### config.mk
export PLATFORM = sky130hd
export DESIGN_NAME = ptuc_ctrl
export DESIGN_NICKNAME = d
export VERILOG_FILES = /design/src/sv/ptuc_pkg.sv /design/src/sv/ptuc_ctrl.sv
export SDC_FILE = /design/constraint.sdc
export NUM_CORES = 1
export LEC_CHECK = 0
export BUFFER_PORTS_ARGS = -buffer_cell sky130_fd_sc_hd__clkbuf_2
export CORE_ASPECT_RATIO = 2
export CORE_MARGIN = 5
export CORE_UTILIZATION = 46
export CTS_CLUSTER_DIAMETER = 40
export CTS_CLUSTER_SIZE = 8
export DETAILED_ROUTE_END_ITERATION = 6
export PLACE_DENSITY = 0.78
export SETUP_SLACK_MARGIN = 0.5
export SYNTH_ARGS = -nofsm -noshare
export SYNTH_HDL_FRONTEND = slang
export SYNTH_SLANG_ARGS = --single-unit
export TNS_END_PERCENT = 100
### constraint.sdc
create_clock -name clk_i -period 4.55 [get_ports clk_i]
set_input_delay 1.1375 -clock clk_i [delete_from_list [all_inputs] [get_ports clk_i]]
set_output_delay 1.1375 -clock clk_i [all_outputs]
set_load 0.005 [all_outputs]
### src/sv/ptuc_pkg.sv
package ptuc_pkg;

  // Sizes
  localparam int unsigned FRAME_COUNT     = 256;
  localparam int unsigned SLOTS_PER_TABLE = 512;
  localparam int unsigned FRAME_AW        = $clog2(FRAME_COUNT);
  localparam int unsigned SLOT_IW         = $clog2(SLOTS_PER_TABLE);
  localparam int unsigned SLOT_AW         = FRAME_AW + SLOT_IW;
  localparam int unsigned SLOT_DEPTH      = FRAME_COUNT * SLOTS_PER_TABLE;
  // a slot holds frame number plus one, zero when empty
  localparam int unsigned SLOT_DW         = $clog2(FRAME_COUNT + 1);

  // Field widths
  localparam int unsigned FRAME_W = 9;
  localparam int unsigned SLOTF_W = 10;
  localparam int unsigned OWNER_W = 8;
  localparam int unsigned ENTRY_W = 10;
  localparam int unsigned REF_W   = 18;

  typedef enum logic [2:0] {
    KIND_OTHER = 3'd0,
    KIND_L4    = 3'd1,
    KIND_L3    = 3'd2,
    KIND_L2    = 3'd3,
    KIND_L1    = 3'd4,
    KIND_DATA  = 3'd5
  } frame_kind_e;

  typedef enum logic [1:0] {
    ACT_META  = 2'd0,
    ACT_MAP   = 2'd1,
    ACT_UNMAP = 2'd2
  } action_e;

  typedef enum logic [1:0] {
    ST_CLEAR,
    ST_IDLE,
    ST_EXEC
  } state_e;

  // Per-frame word: metadata plus table entry count
  typedef struct packed {
    logic [2:0]         kind;
    logic               shared;
    logic [OWNER_W-1:0] owner;
    logic [ENTRY_W-1:0] entries;
  } frame_word_t;

  typedef struct packed {
    logic                re;
    logic [FRAME_AW-1:0] raddr_tf;
    logic [FRAME_AW-1:0] raddr_tg;
    logic                we;
    logic [FRAME_AW-1:0] waddr;
    frame_word_t         wdata;
  } frame_req_t;

  typedef struct packed {
    logic                re;
    logic [FRAME_AW-1:0] raddr;
    logic                we;
    logic [FRAME_AW-1:0] waddr;
    logic [REF_W-1:0]    wdata;
  } ref_req_t;

  typedef struct packed {
    logic               re;
    logic [SLOT_AW-1:0] raddr;
    logic               we;
    logic [SLOT_AW-1:0] waddr;
    logic [SLOT_DW-1:0] wdata;
  } slot_req_t;

endpackage

### src/sv/ptuc_ctrl.sv
module ptuc_ctrl (
  input  logic                                     clk_i,
  input  logic                                     rst_ni,
  // owner register write
  input  logic                                     cfg_valid_i,
  input  logic [ptuc_pkg::OWNER_W-1:0]             cfg_data_i,
  // request channel
  input  logic                                     in_valid_i,
  output logic                                     in_stall_o,
  input  logic [1:0]                               action_i,
  input  logic [1:0]                               level_i,
  input  logic [ptuc_pkg::FRAME_W-1:0]             table_frame_i,
  input  logic [ptuc_pkg::SLOTF_W-1:0]             slot_i,
  input  logic [ptuc_pkg::FRAME_W-1:0]             target_frame_i,
  input  logic [2:0]                               new_kind_i,
  input  logic                                     new_shared_i,
  input  logic [ptuc_pkg::OWNER_W-1:0]             new_owner_i,
  // result channel
  output logic                                     out_valid_o,
  input  logic                                     out_stall_i,
  output logic                                     status_o,
  output logic [ptuc_pkg::ENTRY_W-1:0]             table_entries_used_o,
  output logic [ptuc_pkg::REF_W-1:0]               target_references_o,
  // memory side
  output ptuc_pkg::frame_req_t                     frame_req_o,
  output ptuc_pkg::ref_req_t                       ref_req_o,
  output ptuc_pkg::slot_req_t                      slot_req_o,
  input  ptuc_pkg::frame_word_t                    tf_word_i,
  input  ptuc_pkg::frame_word_t                    tg_word_i,
  input  logic [ptuc_pkg::REF_W-1:0]               ref_rdata_i,
  input  logic [ptuc_pkg::SLOT_DW-1:0]             slot_rdata_i
);

  ptuc_pkg::state_e state_q, state_d;
  logic [ptuc_pkg::SLOT_AW-1:0] clr_cnt_q, clr_cnt_d;
  logic [ptuc_pkg::OWNER_W-1:0] owner_q;

  // captured request
  logic [1:0]                   action_q;
  logic [1:0]                   level_q;
  logic [ptuc_pkg::FRAME_W-1:0] tf_q;
  logic [ptuc_pkg::SLOTF_W-1:0] slot_q;
  logic [ptuc_pkg::FRAME_W-1:0] tg_q;
  logic [2:0]                   nk_q;
  logic                         ns_q;
  logic [ptuc_pkg::OWNER_W-1:0] no_q;

  // result register
  logic                         out_valid_q, out_valid_d;
  logic                         status_q;
  logic [ptuc_pkg::ENTRY_W-1:0] entries_q;
  logic [ptuc_pkg::REF_W-1:0]   refs_q;

  logic accept, go, clr_last, load;
  logic tf_in, tg_in, slot_in;
  logic [2:0] parent_kind, child_kind;
  logic map_ok, unmap_ok, ok, is_table;
  logic [ptuc_pkg::SLOT_DW-1:0] tg_code;
  logic [ptuc_pkg::ENTRY_W-1:0] ent, ent_new;
  logic [ptuc_pkg::REF_W-1:0]   refc, ref_new;
  logic [ptuc_pkg::FRAME_AW-1:0] clr_frame;

  assign accept   = in_valid_i && !in_stall_o;
  assign go       = !out_valid_q || !out_stall_i;
  assign clr_last = clr_cnt_q == ptuc_pkg::SLOT_AW'(ptuc_pkg::SLOT_DEPTH - 1);
  assign clr_frame = clr_cnt_q[ptuc_pkg::SLOT_AW-1:ptuc_pkg::SLOT_IW];

  // owner register
  always_ff @(posedge clk_i or negedge rst_ni) begin
    if (!rst_ni) begin
      owner_q <= '0;
    end else if (cfg_valid_i) begin
      owner_q <= cfg_data_i;
    end
  end

  // request capture
  always_ff @(posedge clk_i) begin
    if (accept) begin
      action_q <= action_i;
      level_q  <= level_i;
      tf_q     <= table_frame_i;
      slot_q   <= slot_i;
      tg_q     <= target_frame_i;
      nk_q     <= new_kind_i;
      ns_q     <= new_shared_i;
      no_q     <= new_owner_i;
    end
  end

  // range checks
  assign tf_in   = 32'(tf_q) < ptuc_pkg::FRAME_COUNT;
  assign tg_in   = 32'(tg_q) < ptuc_pkg::FRAME_COUNT;
  assign slot_in = 32'(slot_q) < ptuc_pkg::SLOTS_PER_TABLE;

  // kind rules for the map level
  assign parent_kind = 3'(ptuc_pkg::KIND_L4) + 3'(level_q);
  assign child_kind  = (level_q == 2'd3) ? 3'(ptuc_pkg::KIND_DATA)
                                         : 3'(ptuc_pkg::KIND_L3) + 3'(level_q);
  assign is_table = (tf_word_i.kind == ptuc_pkg::KIND_L4) ||
                    (tf_word_i.kind == ptuc_pkg::KIND_L3) ||
                    (tf_word_i.kind == ptuc_pkg::KIND_L2) ||
                    (tf_word_i.kind == ptuc_pkg::KIND_L1);
  assign tg_code  = ptuc_pkg::SLOT_DW'({1'b0, tg_q} + 10'd1);

  assign map_ok = slot_in && tf_in && tg_in &&
                  (tf_word_i.kind == parent_kind) &&
                  (tg_word_i.kind == child_kind) &&
                  !(tf_word_i.shared && !tg_word_i.shared) &&
                  (tg_word_i.shared || (tg_word_i.owner == owner_q)) &&
                  (tf_word_i.owner == owner_q);

  assign unmap_ok = slot_in && tf_in && tg_in && is_table &&
                    (slot_rdata_i != '0) &&
                    (tf_word_i.owner == owner_q) &&
                    (slot_rdata_i == tg_code);

  // action decode and count update
  assign ent  = tf_word_i.entries;
  assign refc = ref_rdata_i;
  always_comb begin
    ok      = 1'b0;
    ent_new = ent;
    ref_new = refc;
    unique case (action_q)
      ptuc_pkg::ACT_META: begin
        ok = tf_in;
      end
      ptuc_pkg::ACT_MAP: begin
        ok = map_ok;
        if (map_ok) begin
          ent_new = (&ent)  ? ent  : ent + 1'b1;
          ref_new = (&refc) ? refc : refc + 1'b1;
        end
      end
      ptuc_pkg::ACT_UNMAP: begin
        ok = unmap_ok;
        if (unmap_ok) begin
          ent_new = (ent == '0)  ? ent  : ent - 1'b1;
          ref_new = (refc == '0) ? refc : refc - 1'b1;
        end
      end
      default: begin
        ok = 1'b0;
      end
    endcase
  end

  // sequencer: clear sweep, accept, execute
  always_comb begin
    state_d     = state_q;
    clr_cnt_d   = clr_cnt_q;
    load        = 1'b0;
    in_stall_o  = 1'b1;
    frame_req_o = '0;
    ref_req_o   = '0;
    slot_req_o  = '0;

    frame_req_o.raddr_tf = ptuc_pkg::FRAME_AW'(table_frame_i);
    frame_req_o.raddr_tg = ptuc_pkg::FRAME_AW'(target_frame_i);
    ref_req_o.raddr      = ptuc_pkg::FRAME_AW'(target_frame_i);
    slot_req_o.raddr     = {ptuc_pkg::FRAME_AW'(table_frame_i),
                            slot_i[ptuc_pkg::SLOT_IW-1:0]};

    unique case (state_q)
      ptuc_pkg::ST_CLEAR: begin
        frame_req_o.we    = 1'b1;
        frame_req_o.waddr = clr_frame;
        ref_req_o.we      = 1'b1;
        ref_req_o.waddr   = clr_frame;
        slot_req_o.we     = 1'b1;
        slot_req_o.waddr  = clr_cnt_q;
        clr_cnt_d         = clr_cnt_q + 1'b1;
        if (clr_last) begin
          state_d = ptuc_pkg::ST_IDLE;
        end
      end
      ptuc_pkg::ST_IDLE: begin
        // input is open here, so a valid request is accepted
        in_stall_o     = 1'b0;
        frame_req_o.re = in_valid_i;
        ref_req_o.re   = in_valid_i;
        slot_req_o.re  = in_valid_i;
        if (in_valid_i) begin
          state_d = ptuc_pkg::ST_EXEC;
        end
      end
      ptuc_pkg::ST_EXEC: begin
        frame_req_o.waddr = ptuc_pkg::FRAME_AW'(tf_q);
        ref_req_o.waddr   = ptuc_pkg::FRAME_AW'(tg_q);
        slot_req_o.waddr  = {ptuc_pkg::FRAME_AW'(tf_q), slot_q[ptuc_pkg::SLOT_IW-1:0]};
        ref_req_o.wdata   = ref_new;
        slot_req_o.wdata  = (action_q == ptuc_pkg::ACT_MAP) ? tg_code : '0;
        if (action_q == ptuc_pkg::ACT_META) begin
          frame_req_o.wdata = '{kind: nk_q, shared: ns_q, owner: no_q, entries: ent};
        end else begin
          frame_req_o.wdata = '{kind: tf_word_i.kind, shared: tf_word_i.shared,
                                owner: tf_word_i.owner, entries: ent_new};
        end
        if (go) begin
          load           = 1'b1;
          frame_req_o.we = ok;
          ref_req_o.we   = ok && (action_q != ptuc_pkg::ACT_META);
          slot_req_o.we  = ok && (action_q != ptuc_pkg::ACT_META);
          state_d        = ptuc_pkg::ST_IDLE;
        end
      end
      default: begin
        state_d = ptuc_pkg::ST_CLEAR;
      end
    endcase
  end

  always_ff @(posedge clk_i or negedge rst_ni) begin
    if (!rst_ni) begin
      state_q   <= ptuc_pkg::ST_CLEAR;
      clr_cnt_q <= '0;
    end else begin
      state_q   <= state_d;
      clr_cnt_q <= clr_cnt_d;
    end
  end

  // output register
  always_comb begin
    out_valid_d = out_valid_q;
    if (load) begin
      out_valid_d = 1'b1;
    end else if (!out_stall_i) begin
      out_valid_d = 1'b0;
    end
  end

  always_ff @(posedge clk_i or negedge rst_ni) begin
    if (!rst_ni) begin
      out_valid_q <= 1'b0;
    end else begin
      out_valid_q <= out_valid_d;
    end
  end

  always_ff @(posedge clk_i) begin
    if (load) begin
      status_q  <= !ok;
      entries_q <= tf_in ? ent_new : '0;
      refs_q    <= tg_in ? ref_new : '0;
    end
  end

  assign out_valid_o          = out_valid_q;
  assign status_o             = status_q;
  assign table_entries_used_o = entries_q;
  assign target_references_o  = refs_q;

endmodule

==> impl_summary.txt <==
----------------------------------------------------
[Cells and area]
  Area overhead of the layout relative to synthesis ... 44.6%
  Area of the multi-input gates ... roughly 4800 sq um
  Ratio of cells with drive above 1 in the final layout ... 0.460
  Area taken by flip-flops and latches ... 2890 sq um
  Diode insertion count for antenna repair ... 0
  # fillers ... 1401
  Design area ... 11200 sq um
  Total number of nets in the final design ... 1389
  Utilization after layout ... 0.672

[Synthesis]
  Post-synthesis sequential area ratio ... 0.373
  Most common flop cell mapped by yosys ... sky130_fd_sc_hd__edfxtp_1
  Share of async-settable or async-resettable flops after synthesis ... 0.277
  Area of the mapped netlist ... between 7000 and 8000 sq um
  Flop and latch count out of synthesis ... 101
  Top area cells in the synthesized netlist ... sky130_fd_sc_hd__edfxtp_1, sky130_fd_sc_hd__dfrtp_1, sky130_fd_sc_hd__buf_4
  Biggest area consumer among synthesized cells ... sky130_fd_sc_hd__edfxtp_1
  Share of the synthesized area in the top cell type ... 0.283
  Net count of the mapped netlist ... 1029
  Post-synth EDFFs ... 73
  Number of distinct library cell variants in the gate-level netlist after synthesis ... 78
  Yosys warning total ... 0
  Avg Inst Size Synth ... 8.73 sq um
  Count of mapped cells out of synthesis ... 888

[GRT]
  Number of antenna violations at the first check in global routing ... 0
  First-pass GRT wire length ... 46400 microns
  Vias in the first global route ... 9026
  Aggregate global routing overflow ... 0
  Total global-route track usage ... 0.300
  Pin count of the biggest net entering global routing ... 31

[Timing]
  Worst Clk Skew ... 0.0133 ns
  Pins Over Slew Limit ... 0
  Worst hold margin ... 0.499 ns
  Final hold violation count ... 0
  Post-route minimum period ... between 5 and 6 ns
  Fmax ... 195 MHz
  Unrepaired setup endpoints after global routing ... true
  Worst-case setup margin in the final layout ... -0.565 ns
  Period utilization ... 1.12
  Slew at the pin closest to its max-slew limit ... 0.766 ns
  Normalized max-slew margin ... 0.489
  Final count of negative-setup-slack endpoints ... 32

[Die]
  Total die area ... approximately 20000 sq um
  Num ports ... 288
  Die outline height ... roughly 190 microns
  Horiz. Die Dim ... 102 microns
  Initial standard-cell utilization of the core ... 0.465
  Standard-cell rows ... between 60 and 70
  Area of the core region ... 16700 sq um

[Worst setup path]
  Origin of the critical flop-to-flop path ... tg_q[0]
  Worst setup path start ... tf_word_i[12]
  Crit path to ... ref_req_o[11]
  Worst r2r dst ... table_entries_used_o[3]
  Critical path's slowest cell ... sky130_fd_sc_hd__a222oi_1
  Endpoint class of the critical path ... primary output
  Maximum net fanout on the critical path ... 3
  Critical Setup Path Class ... in -> out
  Element type at the critical path start ... primary input
  Ordered list of cells on the worst path ... clkbuf_16 -> xor2_4 -> or4_4 -> or3_4 -> or4_4 -> nor4_4 -> o21ai_1 -> a222oi_1 -> buf_4 -> nor2_1 -> clkbuf_2
  Arrival @ worst endpoint ... 3.98 ns
  R2R depth ... 27
  CP required ... ~3.4 ns
  Slowest Stage Delay on Critical Path ... between 0.5 and 0.6 ns
  Most repeated library cell on the critical path ... sky130_fd_sc_hd__or4_4
  Worst reg2reg setup slack ... 0.03 ns

[Route]
  Antenna viol nets, final ... 0
  Amount of wire on met2 after detailed routing ... 16500 microns
  Routed metal-1 wirelength ... ~9900 microns
  Average detailed-routed wire length per instance ... 20.6 microns
  Routed wire length on met3 ... 1690 microns
  Detailed-route DRC error count ... 0
  Uppermost layer routed ... met4
  Number of vias per cell after detailed routing ... 5.94
  Drt first-iter violations ... 454
  Via Count ... 8672
  First drt pass iteration count ... 7
  Final routed wirelength across all metal layers ... 30100 microns

[Clocking]
  CTS tree ... yes
  Register clock-pin slew on the reported worst setup and hold paths ... 0.07 ns
  Max Root-Sink Buffers ... 2
  Num Clock Sinks ... 101
  Clock latency of the later-clocked register in the worst-skew pair ... approximately 0.36 ns
  Post-CTS Hold Fix Bufs ... 0
  H-tree depth reported by CTS ... 3
  CTS root buf ... sky130_fd_sc_hd__clkbuf_16
  Number of clock buffers inserted by TritonCTS ... 9

[Pwr]
  Static Leakage ... just under 0.005 uW
  Largest voltage drop on the vdd net ... 0.000333 V
  Pwr per Cell Area ... 315 nW/um^2

[Place]
  GP Congestion ... 0.970
  Count of input and output buffers ... approximately 280
  Total cell area at the placement stage ... between 9000 and 10000 sq um
  Total half-perimeter wirelength after legalization and detailed placement ... 23100 microns
  Post-placement setup slack ... -0.683 ns

[Run]
  MaxCap Viol Count ... 0

[Status]
  Run status ... finished, violations left
  Violated checks ... setup timing

[Worst hold path]
  Hold Path Class ... reg -> reg

----------------------------------------------------
-- logic make-up after synthesis --
family                     count (synthesis)  synth area share
xor gates and xnor gates                  48            0.0562
adders and majority gates                 13            0.0210
AOI/OAI and AO/OA                        165             0.142
DFF                                      101             0.373
buffers and inverters                    131            0.0917
muxes                                     40            0.0536
and+or+nand+nor                          390             0.263
-- sequential cells by signal (all words and copies together), names as in the netlist --
signal,flops
owner_q,8
no_q,8
tg_q,9
status_o,1
ns_q,1
target_references_o,18
tf_q,9
table_entries_used_o,10
nk_q,3
slot_q,10
out_valid_o,1
state_q,2
level_q,2
clr_cnt_q,17
action_q,2
-- worst min path at each step --
stage	from	end	slack, ns	depth (start not counted)
2_1_floorplan	clr_cnt_q[8]	clr_cnt_q[8]	0.46	1
3_3_place_gp	clr_cnt_q[8]	clr_cnt_q[8]	0.47	1
3_5_place_dp	clr_cnt_q[8]	clr_cnt_q[8]	0.48	1
4_1_cts	clr_cnt_q[8]	clr_cnt_q[8]	0.50	1
5_1_grt	clr_cnt_q[8]	clr_cnt_q[8]	0.53	1
6_report	clr_cnt_q[8]	clr_cnt_q[8]	0.50	1
-- area by class of cell --
cell class | instances | share of cell area
multi-input cells | 656 | 0.426
flip-flops and latches | 101 | 0.258
clock inverters | 5 | 0.00592
repair buffers | 457 | 0.257
clock buffers | 11 | 0.0217
inverters | 23 | 0.00770
well taps | 207 | 0.0231
-- per-stage QoR --
stage | setup TNS [ns] | cells | power [uW]
after floorplan | 0 | 888 | 2020
after global placement | -10.69 | 1404 | 2570
after detailed placement | -11.70 | 1404 | 2600
after CTS | -8.09 | 1443 | 3460
after global routing | -12.27 | 1460 | 3720
final | -9.34 | 1460 | 3530
-- worst max-delay path, delay by kind of cell --
| kind | cells | cell delay, ns |
|---|---|---|
| AO/OA/AOI/OAI | 2 | 0.66 |
| XOR/XNOR | 1 | 0.16 |
| buffers and inverters | 3 | 0.47 |
| AND/OR/NAND/NOR | 5 | 1.55 |
-- per-layer routing --
| layer | GRT usage | vias up |
|---|---|---|
| met2 | 0.547 | 441 |
| met1 | 0.305 | 4126 |
| met3 | 0.0357 | 138 |
| li1 | - | 3967 |
| met4 | 0.208 | 0 |
| met5 | 0 | - |
-- power by group --
| part | total (uW) | switching (uW) | internal, uW |
|---|---|---|---|
| Combinational | 1400 | 791 | 607 |
| Sequential | 1300 | 134 | 1160 |
| Clock | 829 | 380 | 450 |
| Total | 3530 | 1300 | 2220 |
-- timing repair --
| action | 4_1_cts | 5_1_grt |
|---|---|---|
| hold endpoints to repair | 0 | 0 |
| setup endpoints to repair | 31 | 32 |
| gates cloned | 0 | 0 |
| setup buffers | 23 | 17 |
| resized for setup | 45 | 84 |
| pin swaps | 20 | 33 |
-- cell usage in the layout, fill, tap and decap left out, drive strengths merged, types with 12 or more instances in the layout --
| cell type | instances |
|---|---|
| mux2i | 28 |
| ha | 13 |
| inv | 23 |
| clkbuf | 275 |
| nor4 | 24 |
| xor2 | 19 |
| o21ai | 25 |
| nand2b | 15 |
| a21oi | 43 |
| mux2 | 12 |
| a31oi | 20 |
| or3 | 16 |
| edfxtp | 73 |
| nor3 | 45 |
| nor2 | 86 |
| xnor2 | 28 |
| nand2 | 89 |
| nand4 | 18 |
| buf | 193 |
| nand3 | 34 |
| and3 | 15 |
| dfrtp | 28 |
-- Yosys cell counts (6+ instances only) --
library cell,number
sky130_fd_sc_hd__nand2_1,89
sky130_fd_sc_hd__nor2_1,86
sky130_fd_sc_hd__edfxtp_1,73
sky130_fd_sc_hd__buf_4,53
sky130_fd_sc_hd__nor3_1,44
sky130_fd_sc_hd__a21oi_1,43
sky130_fd_sc_hd__clkbuf_1,43
sky130_fd_sc_hd__nand3_1,34
sky130_fd_sc_hd__dfrtp_1,28
sky130_fd_sc_hd__mux2i_1,28
sky130_fd_sc_hd__xnor2_1,28
sky130_fd_sc_hd__o21ai_0,23
sky130_fd_sc_hd__nor4_1,22
sky130_fd_sc_hd__inv_1,21
sky130_fd_sc_hd__a31oi_1,20
sky130_fd_sc_hd__xor2_1,19
sky130_fd_sc_hd__nand4_1,18
sky130_fd_sc_hd__and3_1,15
sky130_fd_sc_hd__nand2b_1,15
sky130_fd_sc_hd__or3_1,15
sky130_fd_sc_hd__ha_1,13
sky130_fd_sc_hd__mux2_2,12
sky130_fd_sc_hd__o211ai_1,9
sky130_fd_sc_hd__o22ai_1,9
sky130_fd_sc_hd__nor4b_1,8
sky130_fd_sc_hd__and4_1,7
sky130_fd_sc_hd__a211oi_1,6
sky130_fd_sc_hd__buf_2,6
Note: power is estimated with default switching activity, not from simulation.
